$ cat config.mk
export PLATFORM = sky130hd
export DESIGN_NAME = int_to_decimal_ascii_top
export DESIGN_NICKNAME = d
export VERILOG_FILES = /design/src/rtl/itoa_pkg.sv /design/src/rtl/int_to_decimal_ascii_top.sv
export SDC_FILE = /design/constraint.sdc
export NUM_CORES = 1
export LEC_CHECK = 0
export BUFFER_PORTS_ARGS = -buffer_cell sky130_fd_sc_hd__buf_2
export CAP_MARGIN = 20
export CORE_MARGIN = 1.5
export CORE_UTILIZATION = 52
export DETAILED_ROUTE_END_ITERATION = 10
export HOLD_SLACK_MARGIN = 0.03
export PLACE_DENSITY_LB_ADDON = 0.08
export SKIP_LAST_GASP = 1
export SLEW_MARGIN = 20
export SYNTH_ARGS = -nofsm -noshare
export SYNTH_HDL_FRONTEND = slang
export SYNTH_SLANG_ARGS = --single-unit
export TNS_END_PERCENT = 100
$ cat constraint.sdc
create_clock -name clock -period 4.2 [get_ports clock]
set_input_delay 0.63 -clock clock [delete_from_list [all_inputs] [get_ports clock]]
set_output_delay 0.63 -clock clock [all_outputs]
set_load 0.02 [all_outputs]
$ cat src/rtl/itoa_pkg.sv
`timescale 1ns / 1ps
`default_nettype none

package itoa_pkg;

   // Default width of the integer taken on the request channel.
   localparam int VALUE_BITS_DEFAULT = 32;

   // Character codes.
   localparam logic [6:0] CHAR_ZERO  = 7'h30;
   localparam logic [6:0] CHAR_MINUS = 7'h2D;

   // Largest value a single decimal digit may hold.
   localparam logic [3:0] DIGIT_MAX = 4'd9;

   typedef enum logic [2:0] {
      ST_IDLE,
      ST_CONVERT,
      ST_SIGN,
      ST_SKIP,
      ST_EMIT
   } state_type;

endpackage

`default_nettype wire

$ cat src/rtl/int_to_decimal_ascii_top.sv
`timescale 1ns / 1ps
`default_nettype none

// Channel   Direction  Handshake           Payload
// req       in         req_valid/req_stall req_value (VALUE_BITS, signed)
// rsp       out        rsp_valid/rsp_stall rsp_ascii_char (7), rsp_last_char (1)
//
// A number passes through an accept step in idle, one shift-and-add-3 step per value bit, a
// step for a minus sign if negative, one per digit place (leading zero dropped or character
// sent) and one to end the zero scan; the sign and character steps wait on a stalled beat.
// Reset is synchronous and active high; it clears the state machine and the output valid.
// A stalled beat holds the output register, and the request channel is stalled until the
// last character of a number is loaded.

module int_to_decimal_ascii_top #(
   parameter int VALUE_BITS = itoa_pkg::VALUE_BITS_DEFAULT
) (
   input  wire logic                         clock,
   input  wire logic                         reset,
   input  wire logic                         req_valid,
   output      logic                         req_stall,
   input  wire logic signed [VALUE_BITS-1:0] req_value,
   output      logic                         rsp_valid,
   input  wire logic                         rsp_stall,
   output      logic [6:0]                   rsp_ascii_char,
   output      logic                         rsp_last_char
);

   import itoa_pkg::*;

   // Decimal digits needed for a magnitude of up to 2^(VALUE_BITS-1); log10(2) is
   // taken as 0.301, which rounds the count up over the whole parameter range.
   localparam int DIGITS = (VALUE_BITS * 301) / 1000 + 1;
   localparam int BCD_W  = DIGITS * 4;
   localparam int CNT_W  = $clog2(VALUE_BITS);
   localparam int DIG_W  = $clog2(DIGITS + 1);

   state_type          state_ff, state_in;
   logic [VALUE_BITS-1:0] mag_ff, mag_in;
   logic               neg_ff, neg_in;
   logic [BCD_W-1:0]   bcd_ff, bcd_in;
   logic [CNT_W-1:0]   bit_cnt_ff, bit_cnt_in;
   logic [DIG_W-1:0]   dig_cnt_ff, dig_cnt_in;
   logic               rsp_valid_ff, rsp_valid_in;
   logic [6:0]         rsp_char_ff, rsp_char_in;
   logic               rsp_last_ff, rsp_last_in;

   logic [BCD_W-1:0]   bcd_adj;
   logic [3:0]         top_digit;
   logic               out_free;
   logic               req_accept;

   // Each digit that reached five or more gets three added before the shift, so the
   // doubling carries correctly into the next decimal place.
   always_comb begin
      for (int d = 0; d < DIGITS; d++) begin
         if (bcd_ff[d*4 +: 4] > 4'd4) begin
            bcd_adj[d*4 +: 4] = bcd_ff[d*4 +: 4] + 4'd3;
         end else begin
            bcd_adj[d*4 +: 4] = bcd_ff[d*4 +: 4];
         end
      end
   end

   assign top_digit  = bcd_ff[BCD_W-1 -: 4];
   assign out_free   = !rsp_valid_ff || !rsp_stall;
   assign req_stall  = (state_ff != ST_IDLE);
   assign req_accept = req_valid && !req_stall;

   always_comb begin
      state_in     = state_ff;
      mag_in       = mag_ff;
      neg_in       = neg_ff;
      bcd_in       = bcd_ff;
      bit_cnt_in   = bit_cnt_ff;
      dig_cnt_in   = dig_cnt_ff;
      rsp_valid_in = rsp_valid_ff && rsp_stall;
      rsp_char_in  = rsp_char_ff;
      rsp_last_in  = rsp_last_ff;

      case (state_ff)
         ST_IDLE: begin
            if (req_accept) begin
               // The magnitude is kept unsigned, so the most negative value needs no
               // special handling.
               neg_in     = req_value[VALUE_BITS-1];
               mag_in     = req_value[VALUE_BITS-1] ? (~$unsigned(req_value)) +
                            VALUE_BITS'(1) : $unsigned(req_value);
               bcd_in     = '0;
               bit_cnt_in = CNT_W'(VALUE_BITS - 1);
               dig_cnt_in = DIG_W'(DIGITS);
               state_in   = ST_CONVERT;
            end
         end
         ST_CONVERT: begin
            bcd_in     = {bcd_adj[BCD_W-2:0], mag_ff[VALUE_BITS-1]};
            mag_in     = {mag_ff[VALUE_BITS-2:0], 1'b0};
            bit_cnt_in = bit_cnt_ff - CNT_W'(1);
            if (bit_cnt_ff == '0) begin
               state_in = neg_ff ? ST_SIGN : ST_SKIP;
            end
         end
         ST_SIGN: begin
            if (out_free) begin
               rsp_valid_in = 1'b1;
               rsp_char_in  = CHAR_MINUS;
               rsp_last_in  = 1'b0;
               state_in     = ST_SKIP;
            end
         end
         ST_SKIP: begin
            // Leading zeros are dropped one a cycle; the last digit always stays, so
            // zero still prints as a single character.
            if (top_digit == 4'd0 && dig_cnt_ff > DIG_W'(1)) begin
               bcd_in     = {bcd_ff[BCD_W-5:0], 4'd0};
               dig_cnt_in = dig_cnt_ff - DIG_W'(1);
            end else begin
               state_in = ST_EMIT;
            end
         end
         ST_EMIT: begin
            if (out_free) begin
               rsp_valid_in = 1'b1;
               rsp_char_in  = CHAR_ZERO + {3'd0, top_digit};
               rsp_last_in  = (dig_cnt_ff == DIG_W'(1));
               bcd_in       = {bcd_ff[BCD_W-5:0], 4'd0};
               dig_cnt_in   = dig_cnt_ff - DIG_W'(1);
               if (dig_cnt_ff == DIG_W'(1)) begin
                  state_in = ST_IDLE;
               end
            end
         end
         default: begin
            state_in = ST_IDLE;
         end
      endcase
   end

   always_ff @(posedge clock) begin
      if (reset) begin
         state_ff     <= ST_IDLE;
         rsp_valid_ff <= 1'b0;
      end else begin
         state_ff     <= state_in;
         rsp_valid_ff <= rsp_valid_in;
      end
   end

   always_ff @(posedge clock) begin
      mag_ff      <= mag_in;
      neg_ff      <= neg_in;
      bcd_ff      <= bcd_in;
      bit_cnt_ff  <= bit_cnt_in;
      dig_cnt_ff  <= dig_cnt_in;
      rsp_char_ff <= rsp_char_in;
      rsp_last_ff <= rsp_last_in;
   end

   assign rsp_valid      = rsp_valid_ff;
   assign rsp_ascii_char = rsp_char_ff;
   assign rsp_last_char  = rsp_last_ff;

`ifndef NO_ASSERTIONS
   // Every digit handed out of the decimal register is a proper decimal digit.
   assert property (@(posedge clock) disable iff (reset)
      state_ff == ST_EMIT |-> top_digit <= DIGIT_MAX)
      else $error("non-decimal digit in conversion register");

   // Any beat on the result channel carries a minus sign or a digit.
   assert property (@(posedge clock) disable iff (reset)
      rsp_valid |-> (rsp_ascii_char == CHAR_MINUS ||
                     (rsp_ascii_char >= CHAR_ZERO &&
                      rsp_ascii_char <= CHAR_ZERO + {3'd0, DIGIT_MAX})))
      else $error("illegal character on result channel");

   // Loading the final digit returns the block to idle in the next cycle.
   assert property (@(posedge clock) disable iff (reset)
      (state_ff == ST_EMIT && out_free && dig_cnt_ff == DIG_W'(1))
      |=> (state_ff == ST_IDLE && rsp_valid && rsp_last_char))
      else $error("last character not followed by idle");

   // Leading zero removal never drops the final digit.
   assert property (@(posedge clock) disable iff (reset)
      (state_ff == ST_SKIP || state_ff == ST_EMIT) |-> dig_cnt_ff != '0)
      else $error("digit count underflow");
`endif

endmodule

`default_nettype wire
==> results.md <==
* Number of buffers added to fix hold violations after cts at 0
* Tcrit/Tclk final at a little over three fifths
* Die Outline Area at between 10000 and 15000 um^2
* Worst hold path class: in2reg
* Total wire length at 9.919 mm
* Hold violation count in the final report at 0
* Detailed-route via count at a little under 4000
* Relative slew margins at 42.08%
* NumNets Final at 626
* Row Count at 36
* Share of the yosys chip area belonging to registers at slightly above 50%
* Clock root cell: clkbuf_8
* Number of gates resized after CTS at 0
* Final count of negative-setup-slack endpoints at 0
* Clk pin slew, worst setup/hold paths at 0.09 ns
* Clock buffers created by TritonCTS at 9
* Number of H-tree branching levels at 3
* Count of buffers inserted at the top-level ports at between 40 and 50
* Place WS at around 1.4 ns
* Number of distinct library cells after synthesis at between 40 and 50
* Setup crit start kind: flip-flop
* Routed WL per cell at approximately 14 um
* Outcome: completed
* Multi-input logic area at about 2400 um^2
* Initial core utilization at 54.37%
* Met3 demand-to-capacity share in global routing at ~4.4%
* Total count of max-transition violations in the final report at 0
* Critical path arrival at around 2.7 ns
* Flip-flop cell with the highest count after synthesis: edfxtp_1
* Synthesized netlist cell count at approximately 540
* Number of global-route vias before repair at 3798
* GRT Max-Usage Layer: met2
* Boundary Pins at 46
* Max Root-Sink Buffers at 2
* Critical Path Fanout Max at 21
* Synthesized area per cell at 9.922 um^2
* Post-DR vias/cell at 5.523
* Hold WS at ~0.47 ns
* M2 GR Usage at between 30% and 40%
* Total negative setup slack at 0 ns
* Diodes inserted at 0
* Worst reg2reg setup slack at approximately 1.6 ns
* Clock sink count at 92
* Final weighted congestion in routability-driven placement at ~0.80
* Combined area of all synthesized cells at ~5400 um^2
* Unrepaired setup endpoints after global routing: false
* Number of enable-type register cells in the synthesized netlist at 88
* Number of remaining DRC errors at 0
* Maximum resistive drop on vdd at 0.1885 mV
* Min setup slack post-route at roughly 1.6 ns
* Achievable Freq at between 300 and 400 MHz
* Placeable core area at 9910 um^2
* Final worst clock skew at between 0.01 and 0.015 ns
* CTS tree: built
* Detailed-placement wirelength estimate at between 6 and 7 mm
* Initial antenna violation count at 0
* Number of nets in the synthesized netlist at roughly 600
* Post-synthesis sequential element count at between 90 and 100
* Met1 Usage GRT at 24.90%
* DRT iter0 DRCs at ~160
* Data required, critical path at roughly 4.2 ns
* Largest net degree at the start of global routing at 64
* Fin crit period at approximately 2.6 ns
* Share of synthesized registers carrying an async set or reset at 0%
* Clock Latency Late Sink at roughly 0.36 ns
* Total global routing track utilization at roughly a fifth
* Post-route ant nets at 0
* Transition time at the pin with the least slew margin at between 0.8 and 0.9 ns
* Layout cell share with drive strength beyond 1 at 13.79%
* Path type of the worst setup path: reg2reg
* Total of max-cap violations at 0
* Number of setup buffers added after CTS at 0
* Signed area change from the synthesized netlist to the final layout at 9.405%
* Static Leakage at 2.164 nW
* Drt pass-1 iters at 4
* Sequential cell area at around 2700 um^2
* Die Height at between 100 and 150 um
* Fillcell total at 867
* Die extent in x at ~100 um
* Global-route wire length before repair at 17.05 mm
* Total overflow reported by the global router at 0
* Yosys warns at 0
* Kind of end point of the critical path: flip-flop
* Power density normalized to cell area at between 400 and 500 nW/um^2
[state kept, by name, summed over array words and instances, names as in the netlist]
| name | flops |
|---|---|
| rsp_last_char | 1 |
| state_ff | 3 |
| mag_ff | 32 |
| neg_ff | 1 |
| bcd_ff | 40 |
| dig_cnt_ff | 4 |
| bit_cnt_ff | 5 |
| rsp_valid | 1 |
| rsp_ascii_char | 5 |
[synth_stat cells, types with 2 or more instances]
| library cell | instances | share of area [%] |
|---|---|---|
| or2_2 | 3 | 0.35 |
| xnor2_1 | 15 | 2.4 |
| o41ai_1 | 6 | 0.98 |
| buf_4 | 2 | 0.28 |
| nor4_1 | 5 | 0.58 |
| nor2_1 | 30 | 2.1 |
| and2_1 | 3 | 0.35 |
| nor3_1 | 12 | 1.1 |
| and3_1 | 3 | 0.35 |
| mux2i_1 | 2 | 0.37 |
| o31ai_1 | 9 | 1.3 |
| inv_1 | 38 | 2.6 |
| o41ai_4 | 2 | 1.0 |
| conb_1 | 2 | 0.14 |
| edfxtp_1 | 88 | 49 |
| nand2_1 | 69 | 4.8 |
| a21oi_1 | 52 | 4.8 |
| ha_1 | 15 | 3.5 |
| o31ai_2 | 2 | 0.46 |
| nor3b_1 | 11 | 1.5 |
| dfxtp_1 | 4 | 1.5 |
| or4_2 | 3 | 0.49 |
| clkbuf_1 | 20 | 1.4 |
| o21ai_0 | 69 | 6.4 |
| xor2_1 | 29 | 4.7 |
| a22o_1 | 9 | 1.5 |
| nand2b_1 | 6 | 0.70 |
| nand4_1 | 2 | 0.23 |
| nor2b_1 | 3 | 0.35 |
| or4_4 | 3 | 0.63 |
| or3_1 | 7 | 0.81 |
| clkbuf_8 | 3 | 0.77 |
| or4_1 | 2 | 0.28 |
[cell type report]
cell class | instances | share of cell area, %
inverter | 38 | 2.420
multi-input combinational | 387 | 40.80
sequential | 92 | 46.19
timing repair buffer | 47 | 4.500
tap | 133 | 2.823
clock inverter | 6 | 1.104
clock buffer | 10 | 2.165
[worst max-delay path: stages, from the launching register on]
cell and delay, ns:
dfxtp_1 0.60, nor3b_1 0.77, nand2_1 0.21, o21ai_4 0.32
buf_4 0.40
[cell families (layout without fill, tap and decap cells)]
kind of cell,Yosys count,in the layout,synth area share (%)
buf+inv,64,101,5.295
compound gates,157,157,17.63
flops,92,92,50.53
other cells,2,2,0.1394
mux,2,2,0.3716
simple gates,167,167,15.40
fa+ha+maj,15,15,3.484
xor+xnor,44,44,7.153
[layer usage]
layer | wire length (um) | vias to the layer above
li1 | - | 2022
met1 | 4778 | 1860
met4 | 54 | 0
met3 | 272 | 5
met5 | 0 | -
met2 | 4814 | 51
[worst paths after layout]
| check | start | end | cells after the start |
|---|---|---|---|
| min reg2reg | mag_ff[1]$_DFFE_PP_ | mag_ff[2]$_DFFE_PP_ | 2 |
| max | state_ff[2]$_SDFFE_PP0P_ | bcd_ff[26]$_DFFE_PP_ | 4 |
| min | reset | state_ff[0]$_SDFFE_PP0P_ | 2 |
| max reg2reg | state_ff[2]$_SDFFE_PP0P_ | bcd_ff[26]$_DFFE_PP_ | 4 |
[where the power goes]
group | internal (mW) | switching (mW) | total [mW] | leakage (nW)
clock | 0.276 | 0.317 | 0.593 | 0.0979
combinational | 0.204 | 0.310 | 0.514 | 1.16
sequential | 1.20 | 0.0905 | 1.29 | 0.904
[through the flow]
| step | area [um^2] | utilization (%) | instances | power [mW] |
|---|---|---|---|---|
| 2_1_floorplan | 5388 | - | 543 | 1.680 |
| 3_3_place_gp | 5674 | 57.26 | 696 | 1.793 |
| 3_5_place_dp | 5674 | 57.26 | 696 | 1.816 |
| 4_1_cts | 5867 | 59.20 | 712 | 2.410 |
| 5_1_grt | 5894 | 59.48 | 713 | 2.546 |
| 6_report | 5894 | 59.48 | 713 | 2.395 |
[placed cells by master (no fill, tap or decap), types with 6 or more instances in the layout]
master    instances
a21oi_1          52
nand2b_1          6
nor2_1           29
o41ai_1           6
or3_1             7
inv_1            38
a22o_1            9
xnor2_1          15
clkbuf_8          9
ha_1             15
edfxtp_1         88
xor2_1           29
nand2_1          69
o31ai_1           9
nor3b_1          11
buf_2            43
o21ai_0          67
nor3_1           12
(Power assumes the default switching activity.)
